--- config.mk ---
export PLATFORM = sky130hd
export DESIGN_NAME = image_upload_receiver
export DESIGN_NICKNAME = d
export VERILOG_FILES = /design/src/design/iur_pkg.sv /design/src/design/iur_front.sv /design/src/design/iur_back.sv /design/src/design/image_upload_receiver.sv
export SDC_FILE = /design/constraint.sdc
export NUM_CORES = 1
export LEC_CHECK = 0
export BUFFER_PORTS_ARGS = -buffer_cell sky130_fd_sc_hd__buf_4
export CAP_MARGIN = 20
export CORE_MARGIN = 8
export CORE_UTILIZATION = 50
export CTS_BUF_LIST = sky130_fd_sc_hd__clkbuf_4
export CTS_CLUSTER_SIZE = 10
export DETAILED_ROUTE_END_ITERATION = 7
export PLACE_DENSITY = 0.69
export SETUP_SLACK_MARGIN = 0.4
export SYNTH_ARGS = -nofsm -noshare
export SYNTH_HDL_FRONTEND = slang
export SYNTH_SLANG_ARGS = --single-unit
--- constraint.sdc ---
create_clock -name clk -period 4.9 [get_ports clk]
set_clock_uncertainty 0.05 [all_clocks]
set_input_delay 0.98 -clock clk [delete_from_list [all_inputs] [get_ports clk]]
set_output_delay 0.98 -clock clk [all_outputs]
set_load 0.005 [all_outputs]
--- src/design/iur_pkg.sv ---
// Shared types, codes and helpers for the image upload receiver.
`default_nettype none
package iur_pkg;

  localparam int unsigned CHUNK_BYTES = 256;
  localparam int unsigned QDEPTH      = 4;
  localparam int unsigned QAW         = $clog2(QDEPTH);

  localparam logic [31:0] CRC_INIT = 32'hFFFF_FFFF;
  localparam logic [31:0] CRC_POLY = 32'hEDB8_8320;

  typedef enum logic [1:0] {
    KIND_START = 2'd0,
    KIND_BYTE  = 2'd1,
    KIND_TICK  = 2'd2,
    KIND_NONE  = 2'd3
  } kind_t;

  typedef enum logic [1:0] {
    PH_IDLE    = 2'd0,
    PH_HEADER  = 2'd1,
    PH_PAYLOAD = 2'd2
  } phase_t;

  typedef enum logic [3:0] {
    C_DATA      = 4'd0,
    C_READY     = 4'd1,
    C_GO        = 4'd2,
    C_OK        = 4'd3,
    C_BAD_MAGIC = 4'd4,
    C_BAD_TYPE  = 4'd5,
    C_BAD_LEN   = 4'd6,
    C_BAD_CRC   = 4'd7,
    C_TIMEOUT   = 4'd8,
    C_BAD_IMAGE = 4'd9
  } code_t;

  typedef enum logic [2:0] {
    REG_HDR_MAGIC  = 3'd0,
    REG_SLOT_TYPE  = 3'd1,
    REG_IMG_MAGIC  = 3'd2,
    REG_WINDOW     = 3'd3,
    REG_HDR_IDLE   = 3'd4,
    REG_PAY_IDLE   = 3'd5
  } reg_idx_t;

  typedef struct packed {
    code_t      code;
    logic [7:0] payload;
    logic       is_last;
  } result_t;

  // Up to two results per input item.
  typedef struct packed {
    logic    two;
    result_t r0;
    result_t r1;
  } job_t;

  function automatic logic [31:0] crc_byte(input logic [31:0] crc, input logic [7:0] b);
    logic [31:0] c;
    c = crc ^ {24'd0, b};
    for (int i = 0; i < 8; i++) begin
      c = c[0] ? ((c >> 1) ^ CRC_POLY) : (c >> 1);
    end
    return c;
  endfunction

endpackage
`default_nettype wire

--- src/design/iur_front.sv ---
// Front end: session, header and payload state; classifies each item into results.
`default_nettype none
module iur_front (
  input  wire logic              clk,
  input  wire logic              rst_n,
  input  wire logic              in_valid,
  input  wire logic [1:0]        in_kind,
  input  wire logic [7:0]        in_rx_byte,
  input  wire logic [31:0]       header_magic,
  input  wire logic [7:0]        slot_type,
  input  wire logic [31:0]       img_signature,
  input  wire logic [31:0]       header_window_ms,
  input  wire logic [15:0]       header_idle_ms,
  input  wire logic [15:0]       payload_idle_ms,
  output logic                   job_valid,
  output iur_pkg::job_t          job
);

  iur_pkg::phase_t phase_r, phase_nxt;
  logic [4:0]  hcnt_r, hcnt_nxt;
  logic [31:0] gmagic_r, gmagic_nxt;
  logic [7:0]  gtype_r, gtype_nxt;
  logic [31:0] glen_r, glen_nxt;
  logic [31:0] gcrc_r, gcrc_nxt;
  logic [31:0] pcnt_r, pcnt_nxt;
  logic [31:0] fword_r, fword_nxt;
  logic [31:0] crc_r, crc_nxt;
  logic [15:0] idle_r, idle_nxt;
  logic [31:0] win_r, win_nxt;

  logic [31:0] pinc, fchunk, win_inc;
  logic [31:0] crc_new;
  logic        last_b;

  assign pinc    = pcnt_r + 32'd1;
  assign fchunk  = (glen_r < 32'(iur_pkg::CHUNK_BYTES)) ? glen_r : 32'(iur_pkg::CHUNK_BYTES);
  assign crc_new = iur_pkg::crc_byte(crc_r, in_rx_byte);
  assign last_b  = (pinc >= glen_r);
  assign win_inc = (win_r != 32'hFFFF_FFFF) ? win_r + 32'd1 : win_r;

  function automatic iur_pkg::result_t st(input iur_pkg::code_t c);
    iur_pkg::result_t r;
    r.code = c; r.payload = 8'd0; r.is_last = 1'b1;
    return r;
  endfunction

  always_comb begin
    phase_nxt = phase_r; hcnt_nxt = hcnt_r; gmagic_nxt = gmagic_r; gtype_nxt = gtype_r;
    glen_nxt = glen_r; gcrc_nxt = gcrc_r; pcnt_nxt = pcnt_r; fword_nxt = fword_r;
    crc_nxt = crc_r; idle_nxt = idle_r; win_nxt = win_r;
    job_valid = 1'b0;
    job = '0;
    if (in_valid) begin
      unique case (iur_pkg::kind_t'(in_kind))
        iur_pkg::KIND_START: begin
          win_nxt = '0; idle_nxt = '0; hcnt_nxt = '0; phase_nxt = iur_pkg::PH_HEADER;
          job_valid = 1'b1; job.r0 = st(iur_pkg::C_READY);
        end
        iur_pkg::KIND_BYTE: begin
          if (phase_r == iur_pkg::PH_HEADER) begin
            idle_nxt = '0;
            if (hcnt_r < 5'd4) gmagic_nxt = {in_rx_byte, gmagic_r[31:8]};
            else if (hcnt_r == 5'd4) gtype_nxt = in_rx_byte;
            else if (hcnt_r >= 5'd8 && hcnt_r < 5'd12) glen_nxt = {in_rx_byte, glen_r[31:8]};
            else if (hcnt_r >= 5'd12 && hcnt_r < 5'd16) gcrc_nxt = {in_rx_byte, gcrc_r[31:8]};
            hcnt_nxt = hcnt_r + 5'd1;
            if (hcnt_nxt >= 5'd16) begin
              job_valid = 1'b1;
              phase_nxt = iur_pkg::PH_IDLE;
              if (gmagic_nxt != header_magic) job.r0 = st(iur_pkg::C_BAD_MAGIC);
              else if (gtype_nxt != slot_type) job.r0 = st(iur_pkg::C_BAD_TYPE);
              else if (glen_nxt == 32'd0) job.r0 = st(iur_pkg::C_BAD_LEN);
              else begin
                phase_nxt = iur_pkg::PH_PAYLOAD; pcnt_nxt = '0; fword_nxt = '0;
                crc_nxt = iur_pkg::CRC_INIT; job.r0 = st(iur_pkg::C_GO);
              end
            end
          end else if (phase_r == iur_pkg::PH_PAYLOAD) begin
            idle_nxt = '0;
            if (pcnt_r < 32'd4) fword_nxt = {in_rx_byte, fword_r[31:8]};
            crc_nxt = crc_new;
            pcnt_nxt = pinc;
            job_valid = 1'b1;
            job.r0.code = iur_pkg::C_DATA; job.r0.payload = in_rx_byte; job.r0.is_last = last_b;
            if (pinc == fchunk && fchunk >= 32'd4 && fword_nxt != img_signature) begin
              phase_nxt = iur_pkg::PH_IDLE; job.two = 1'b1; job.r1 = st(iur_pkg::C_BAD_IMAGE);
            end else if (last_b) begin
              phase_nxt = iur_pkg::PH_IDLE; job.two = 1'b1;
              job.r1 = st(((crc_new ^ iur_pkg::CRC_INIT) == gcrc_r) ? iur_pkg::C_OK
                                                                     : iur_pkg::C_BAD_CRC);
            end
          end
        end
        iur_pkg::KIND_TICK: begin
          if (phase_r == iur_pkg::PH_HEADER) begin
            win_nxt = win_inc;
            if (idle_r < header_idle_ms) idle_nxt = idle_r + 16'd1;
            else begin
              job_valid = 1'b1;
              if (win_inc < header_window_ms) begin
                hcnt_nxt = '0; idle_nxt = '0; job.r0 = st(iur_pkg::C_READY);
              end else begin
                phase_nxt = iur_pkg::PH_IDLE; job.r0 = st(iur_pkg::C_TIMEOUT);
              end
            end
          end else if (phase_r == iur_pkg::PH_PAYLOAD) begin
            if (idle_r < payload_idle_ms) idle_nxt = idle_r + 16'd1;
            else begin
              job_valid = 1'b1; phase_nxt = iur_pkg::PH_IDLE; job.r0 = st(iur_pkg::C_TIMEOUT);
            end
          end
        end
        default: ;
      endcase
    end
  end

  always_ff @(posedge clk) begin
    if (!rst_n) begin
      phase_r <= iur_pkg::PH_IDLE; hcnt_r <= '0; gmagic_r <= '0; gtype_r <= '0;
      glen_r <= '0; gcrc_r <= '0; pcnt_r <= '0; fword_r <= '0;
      crc_r <= iur_pkg::CRC_INIT; idle_r <= '0; win_r <= '0;
    end else begin
      phase_r <= phase_nxt; hcnt_r <= hcnt_nxt; gmagic_r <= gmagic_nxt; gtype_r <= gtype_nxt;
      glen_r <= glen_nxt; gcrc_r <= gcrc_nxt; pcnt_r <= pcnt_nxt; fword_r <= fword_nxt;
      crc_r <= crc_nxt; idle_r <= idle_nxt; win_r <= win_nxt;
    end
  end

endmodule
`default_nettype wire

--- src/design/iur_back.sv ---
// Back end: job queue and result sequencer that splits jobs into single results.
`default_nettype none
module iur_back (
  input  wire logic              clk,
  input  wire logic              rst_n,
  input  wire logic              job_valid,
  input  wire iur_pkg::job_t     job,
  output logic                   full,
  output logic                   empty,
  input  wire logic              pop,
  output iur_pkg::result_t       res
);

  iur_pkg::job_t q_r [iur_pkg::QDEPTH];
  logic [iur_pkg::QAW-1:0] wp_r, rp_r;
  logic [iur_pkg::QAW:0]   cnt_r;
  logic                    sub_r;   // second result of head job under way
  logic                    do_pop, head_done;
  iur_pkg::job_t           head;

  assign head      = q_r[rp_r];
  assign empty     = (cnt_r == '0);
  assign full      = (cnt_r == (iur_pkg::QAW+1)'(iur_pkg::QDEPTH));
  assign res       = sub_r ? head.r1 : head.r0;
  assign do_pop    = pop && !empty;
  assign head_done = do_pop && (sub_r || !head.two);

  always_ff @(posedge clk) begin
    if (job_valid && !full) q_r[wp_r] <= job;
  end

  always_ff @(posedge clk) begin
    if (!rst_n) begin
      wp_r <= '0; rp_r <= '0; cnt_r <= '0; sub_r <= 1'b0;
    end else begin
      if (job_valid && !full) wp_r <= wp_r + 1'b1;
      if (head_done) rp_r <= rp_r + 1'b1;
      cnt_r <= cnt_r + (iur_pkg::QAW+1)'(job_valid && !full) - (iur_pkg::QAW+1)'(head_done);
      if (do_pop) sub_r <= !head_done;
    end
  end

endmodule
`default_nettype wire

--- src/design/image_upload_receiver.sv ---
// Top level of the image upload receiver: config registers, front end, result queue.
//
// Input channel: drive in_kind/in_rx_byte with in_push; a transfer happens when
// in_push is high and in_full is low. Kinds: start, received byte, 1 ms tick.
// Result channel: while out_empty is low, the oldest result sits on out_code,
// out_payload and out_is_last; it transfers when out_pop is high.
// Each input item is classified in its cycle of transfer and yields zero, one or
// two results, which are written into the job queue. One item per cycle is taken
// sustained as long as results are drained; an item giving two results holds its
// queue slot for two pops, so a stalled receiver fills the 4-entry job queue and
// in_full rises. Full is based on the queue count alone.
// Configuration: cfg_we with cfg_index and cfg_data writes register cfg_index
// at the clock edge; write only while idle.
// Reset (rst_n low, synchronous) restores the default registers, idles the
// session and empties the queue.
`default_nettype none
module image_upload_receiver (
  input  wire logic        clk,
  input  wire logic        rst_n,
  input  wire logic        in_push,
  output logic             in_full,
  input  wire logic [1:0]  in_kind,
  input  wire logic [7:0]  in_rx_byte,
  output logic             out_empty,
  input  wire logic        out_pop,
  output logic [3:0]       out_code,
  output logic [7:0]       out_payload,
  output logic             out_is_last,
  input  wire logic        cfg_we,
  input  wire logic [2:0]  cfg_index,
  input  wire logic [31:0] cfg_data
);

  logic [31:0] header_magic_r, img_signature_r, header_window_r;
  logic [7:0]  slot_type_r;
  logic [15:0] header_idle_r, payload_idle_r;

  always_ff @(posedge clk) begin
    if (!rst_n) begin
      header_magic_r  <= 32'h3149_5A52;
      slot_type_r     <= 8'd1;
      img_signature_r <= 32'h96F3_B83D;
      header_window_r <= 32'd30000;
      header_idle_r   <= 16'd1000;
      payload_idle_r  <= 16'd10000;
    end else if (cfg_we) begin
      unique case (cfg_index)
        iur_pkg::REG_HDR_MAGIC: header_magic_r  <= cfg_data;
        iur_pkg::REG_SLOT_TYPE: slot_type_r     <= cfg_data[7:0];
        iur_pkg::REG_IMG_MAGIC: img_signature_r <= cfg_data;
        iur_pkg::REG_WINDOW:    header_window_r <= cfg_data;
        iur_pkg::REG_HDR_IDLE:  header_idle_r   <= cfg_data[15:0];
        iur_pkg::REG_PAY_IDLE:  payload_idle_r  <= cfg_data[15:0];
        default: ;  // writes beyond the list are dropped
      endcase
    end
  end

  logic             job_valid;
  iur_pkg::job_t    job;
  iur_pkg::result_t res;

  // front only advances on an accepted transfer
  iur_front u_front (
    .clk(clk), .rst_n(rst_n),
    .in_valid(in_push && !in_full), .in_kind(in_kind), .in_rx_byte(in_rx_byte),
    .header_magic(header_magic_r), .slot_type(slot_type_r),
    .img_signature(img_signature_r),
    .header_window_ms(header_window_r), .header_idle_ms(header_idle_r),
    .payload_idle_ms(payload_idle_r),
    .job_valid(job_valid), .job(job)
  );

  iur_back u_back (
    .clk(clk), .rst_n(rst_n),
    .job_valid(job_valid), .job(job),
    .full(in_full), .empty(out_empty), .pop(out_pop), .res(res)
  );

  assign out_code    = res.code;
  assign out_payload = res.payload;
  assign out_is_last = res.is_last;

endmodule
`default_nettype wire

==> results.py <==
metrics = {
    "timing": {
        "finalSetupViolations": 0,
        "rsz0062_at_grt": "true",
        "max-slew-margin-rel": 0.273,
        "setup_tns_ps": 0,
        "hold_viol": 0,
        "tightest_slew_ps": 1090,
        "slew_viol_final": 0,
        "fin_crit_ps": 4390,
        "period_share": 0.896,
        "max_freq_mhz": 228,
    },
    "worst_setup_path": {
        "arrival_ps": 5260,
        "r2r_slack_ps": 510,
        "timing.critical_path.cells": "and4_4 > and3_1 > buf_4 > nand3_1 > nor2_1 > nand3_1 > nor3_1 > xor2_1 > ha_1 > nand4_1 > or4_1 > o221ai_2 > a211oi_2 > buf_4 > o21ai_2 > o221ai_1 > a31oi_2 > mux2i_1",
        "critical_path_class": "flop to flop",
        "cp.depth": 18,
        "crit_fanout": 5,
        "r2r_start": "u_front.win_r[15]",
        "path_buf_inv": 2,
        "critical_path.top_delay_family": "simple AND/OR/NAND/NOR gates",
        "rr_endpoint": "u_front.phase_r[1]",
        "worst_path_max_delay_cell": "or4_1",
        "worstRegToRegCells": 18,
        "worstPathRequired_ps": 5770,
        "endpoint_kind": "flop",
        "cpPeakStageDelay_ps": 570,
        "cp-start-kind": "flop",
    },
    "route": {
        "finalWirelength_mm": 74.8,
        "drc": 0,
        "via_per_inst": 5.82,
        "wl_per_cell_microns": 19.3,
        "drt-initial-drc-count": 2013,
        "ant_nets": 0,
        "num_vias": 22635,
        "drtPass1Iterations": 6,
    },
    "synth": {
        "syn_inst": 3007,
        "synth_adder_area_share": 0.0545,
        "ys_types": 76,
        "synth_xor_area_frac": 0.0725,
        "synth_ff_type": "dfxtp_1",
        "yosys_warnings": 0,
        "syn_area_sq_mm": 0.0256,
        "synth_compound_area_frac": 0.172,
        "synthSimpleGateAreaFrac": 0.225,
        "syn_nets": 3168,
        "synth_edf_count": 68,
        "synthMuxAreaShare": 0.0302,
        "ys_seq_elements": 469,
        "synth_top_family_by_area": "simple AND/OR/NAND/NOR gates",
        "postSynth.asyncResetShare": 0,
        "post_synth.cell_area_avg_sq_um": 8.52,
        "synth-seq-area-share": 0.393,
    },
    "floorplanning": {
        "die_h_microns": 242,
        "start_util": 0.503,
        "num_rows": 83,
        "io_pins": 65,
        "fp.dieW_microns": 242,
        "core_sq_mm": 0.0510,
        "die_area_sq_mm": 0.0588,
    },
    "cts": {
        "cts-root-buf": "clkbuf_4",
        "htreeDepth": 4,
        "cts.sinks": 469,
        "cts_buffer_depth": 3,
        "clk_pin_slew_worst_paths_ps": 60,
        "cts_tree": "built",
        "cts_buffers": 132,
        "holdBufCountCts": 0,
        "clk-insertion-delay-late_ps": 1020,
    },
    "cells_and_area": {
        "syn_to_final_growth_pct": 12.9,
        "fin_nets": 3264,
        "layout-drive-gt1-share": 0.148,
    },
    "power": {
        "power_switching_uw": 2280,
        "leakagePower_uw": 0.0110,
        "peakVddDrop_mv": 0.213,
        "combPwrFrac": 0.108,
        "clkPwrFrac": 0.429,
        "intPower_uw": 6370,
        "switching_share": 0.264,
        "pwr-share-seq": 0.463,
        "powerDensity_mw_per_mm2": 299,
        "total_power_uw": 8650,
    },
    "global_route": {
        "grt_pass1_wl_mm": 117,
        "grt_usage": 0.246,
        "antenna_found_initial": 2,
        "grt_max_degree": 117,
        "gr-total-overflow": 0,
        "grt_pass1_vias": 21560,
    },
    "hold_path": {
        "holdPathEnd": "img_signature_r[31]",
        "hold_class": "primary input to flop",
        "min_from": "cfg_data[31]",
        "min_delay_path_depth": 3,
    },
    "place": {
        "portBuffers": 64,
        "dpl.hpwl_mm": 51.7,
        "gp_congestion": 0.896,
    },
    "status": {
        "outcome": "finished, final reports clean",
    },
    "flow_run": {
        "maxCapViolations": 0,
    },
}
## metrics by stage
step | worst slack [ps] | cell area, sq um | instances | util | hold WS [ps]
2_1_floorplan | 402 | 25600 | 3007 | - | 389
3_3_place_gp | -80.2 | 26900 | 3640 | 0.528 | 401
3_5_place_dp | -39.6 | 26900 | 3642 | 0.528 | 408
4_1_cts | 396 | 28700 | 3872 | 0.563 | 133
5_1_grt | 281 | 28900 | 3883 | 0.567 | 168
6_report | 508 | 28900 | 3886 | 0.567 | 207
## layout make-up
| type | instances | area [sq um] |
|---|---|---|
| clock buffers | 194 | 1460 |
| repair buffers | 152 | 1200 |
| clock inverters | 36 | 251 |
| inverters | 166 | 623 |
| diodes | 7 | 17.5 |
| flip-flops and latches | 469 | 10100 |
| well taps | 680 | 851 |
| fillers | 4610 | 22100 |
| multi-input cells | 2182 | 14400 |
## layer usage
metal | vias up | global-route usage | part of all wire
li1 | 10830 | - | -
met1 | 10869 | 0.319 | 0.44
met2 | 769 | 0.392 | 0.47
met3 | 167 | 0.0525 | 0.064
met4 | 0 | 0.104 | 0.033
met5 | - | 0 | 0
## state kept, by name, indices dropped and copies added (netlist names), named ones only
signal and cells:
u_front.fword_r 32, u_front.win_r 32, header_idle_r 16, u_back.sub_r 1
img_signature_r 32, u_front.phase_r 2, u_back.cnt_r 3, u_front.gcrc_r 32
u_front.crc_r 32, u_front.idle_r 16, payload_idle_r 16, header_window_r 32
slot_type_r 8, u_front.glen_r 32, u_back.wp_r 2, u_back.rp_r 2
u_front.hcnt_r 5, u_front.pcnt_r 32, u_front.gmagic_r 32, u_front.gtype_r 8
header_magic_r 32, u_back.q_r 68
## worst reg2reg max path, delay by kind of cell (launching register included)
| kind | cells | cell delay (ps) |
|---|---|---|
| AOI/OAI and AO/OA | 5 | 840 |
| xor gates and xnor gates | 1 | 150 |
| adders and majority gates | 1 | 340 |
| buffers and inverters | 2 | 340 |
| DFF | 1 | 360 |
| muxes | 1 | 240 |
| and+or+nand+nor | 8 | 2010 |
## cells in the mapped netlist, types with 10 or more instances
| cell | n | share of area |
|---|---|---|
| a21boi_0 | 186 | 0.054 |
| a21o_1 | 27 | 0.0079 |
| a21oi_1 | 80 | 0.016 |
| a22o_1 | 34 | 0.012 |
| a22oi_1 | 14 | 0.0041 |
| a32o_1 | 22 | 0.0086 |
| and2_1 | 26 | 0.0063 |
| and3_1 | 23 | 0.0056 |
| and4_1 | 16 | 0.0055 |
| buf_1 | 12 | 0.0018 |
| buf_2 | 10 | 0.0020 |
| clkbuf_1 | 168 | 0.025 |
| dfxtp_1 | 401 | 0.31 |
| edfxtp_1 | 68 | 0.080 |
| ha_1 | 110 | 0.054 |
| inv_1 | 164 | 0.024 |
| mux2i_1 | 39 | 0.015 |
| mux4_2 | 17 | 0.015 |
| nand2_1 | 586 | 0.086 |
| nand3_1 | 87 | 0.017 |
| nand4_1 | 51 | 0.012 |
| nand4b_1 | 15 | 0.0051 |
| nor2_1 | 103 | 0.015 |
| nor2b_1 | 61 | 0.015 |
| nor3_1 | 71 | 0.014 |
| nor4_1 | 44 | 0.011 |
| nor4b_1 | 20 | 0.0068 |
| o211ai_1 | 36 | 0.011 |
| o21a_1 | 16 | 0.0047 |
| o21ai_0 | 83 | 0.016 |
| o22ai_1 | 11 | 0.0027 |
| o31a_1 | 13 | 0.0044 |
| o31ai_1 | 27 | 0.0079 |
| or3_1 | 17 | 0.0041 |
| or4_1 | 11 | 0.0032 |
| or4b_2 | 17 | 0.0066 |
| xnor2_1 | 135 | 0.046 |
| xor2_1 | 77 | 0.026 |
## how the worst max path moves through the flow
stage	slack, ps	from	to
finish	510	u_front.win_r[15]	u_front.phase_r[1]
CTS	400	u_front.win_r[4]	u_front.idle_r[9]
global route	280	u_front.win_r[1]	u_front.idle_r[9]
global placement	-80	in_rx_byte[5]	u_back.q_r[0][11]
detailed placement	-40	u_front.win_r[14]	u_front.idle_r[14]
floorplan	400	u_front.win_r[8]	u_front.idle_r[12]
## timing repair
item / in CTS / in global routing
setup buffers: 0 / 6
pin swaps: 1 / 13
endpoints found under the setup margin: 35 / 38
gates resized for setup: 17 / 47
## logic make-up after synthesis
kind of cell    count (synthesis)
compound gates                617
xor+xnor                      212
fa+ha+maj                     111
buf+inv                       356
flops                         469
mux                            56
simple gates                 1186
## power groups by stage
| stage | Combinational (uW) | Clock [uW] | Sequential (uW) |
|---|---|---|---|
| global placement | 905 | 0 | 4090 |
| detailed placement | 921 | 0 | 4090 |
| CTS | 927 | 3810 | 4010 |
| finish | 936 | 3710 | 4010 |
| floorplan | 604 | 0 | 4060 |
| global route | 1010 | 4030 | 4010 |
## placed cells by master (no fill, tap or decap), drive strengths merged, types with 13 or more instances in the layout
cell	Yosys	final
nor2	104	104
a21oi	80	80
nand4b	15	15
o21a	16	16
a21o	27	27
dfxtp	401	401
nand3	87	87
a21boi	186	186
o211ai	36	36
clkbuf	168	194
xnor2	135	135
edfxtp	68	68
or4b	24	24
or3	17	17
buf	22	152
o31ai	27	27
nor4	46	46
mux4	17	17
and3	23	23
nand4	51	51
a22o	34	34
o21ai	84	84
ha	110	110
nor2b	61	61
nand2	586	586
clkinv	2	28
and2	27	27
mux2i	39	39
o31a	13	13
and4	16	16
nor4b	21	21
inv	164	169
xor2	77	77
nor3	71	71
a22oi	14	14
a32o	22	22
Power figures use the tool's default switching activity.
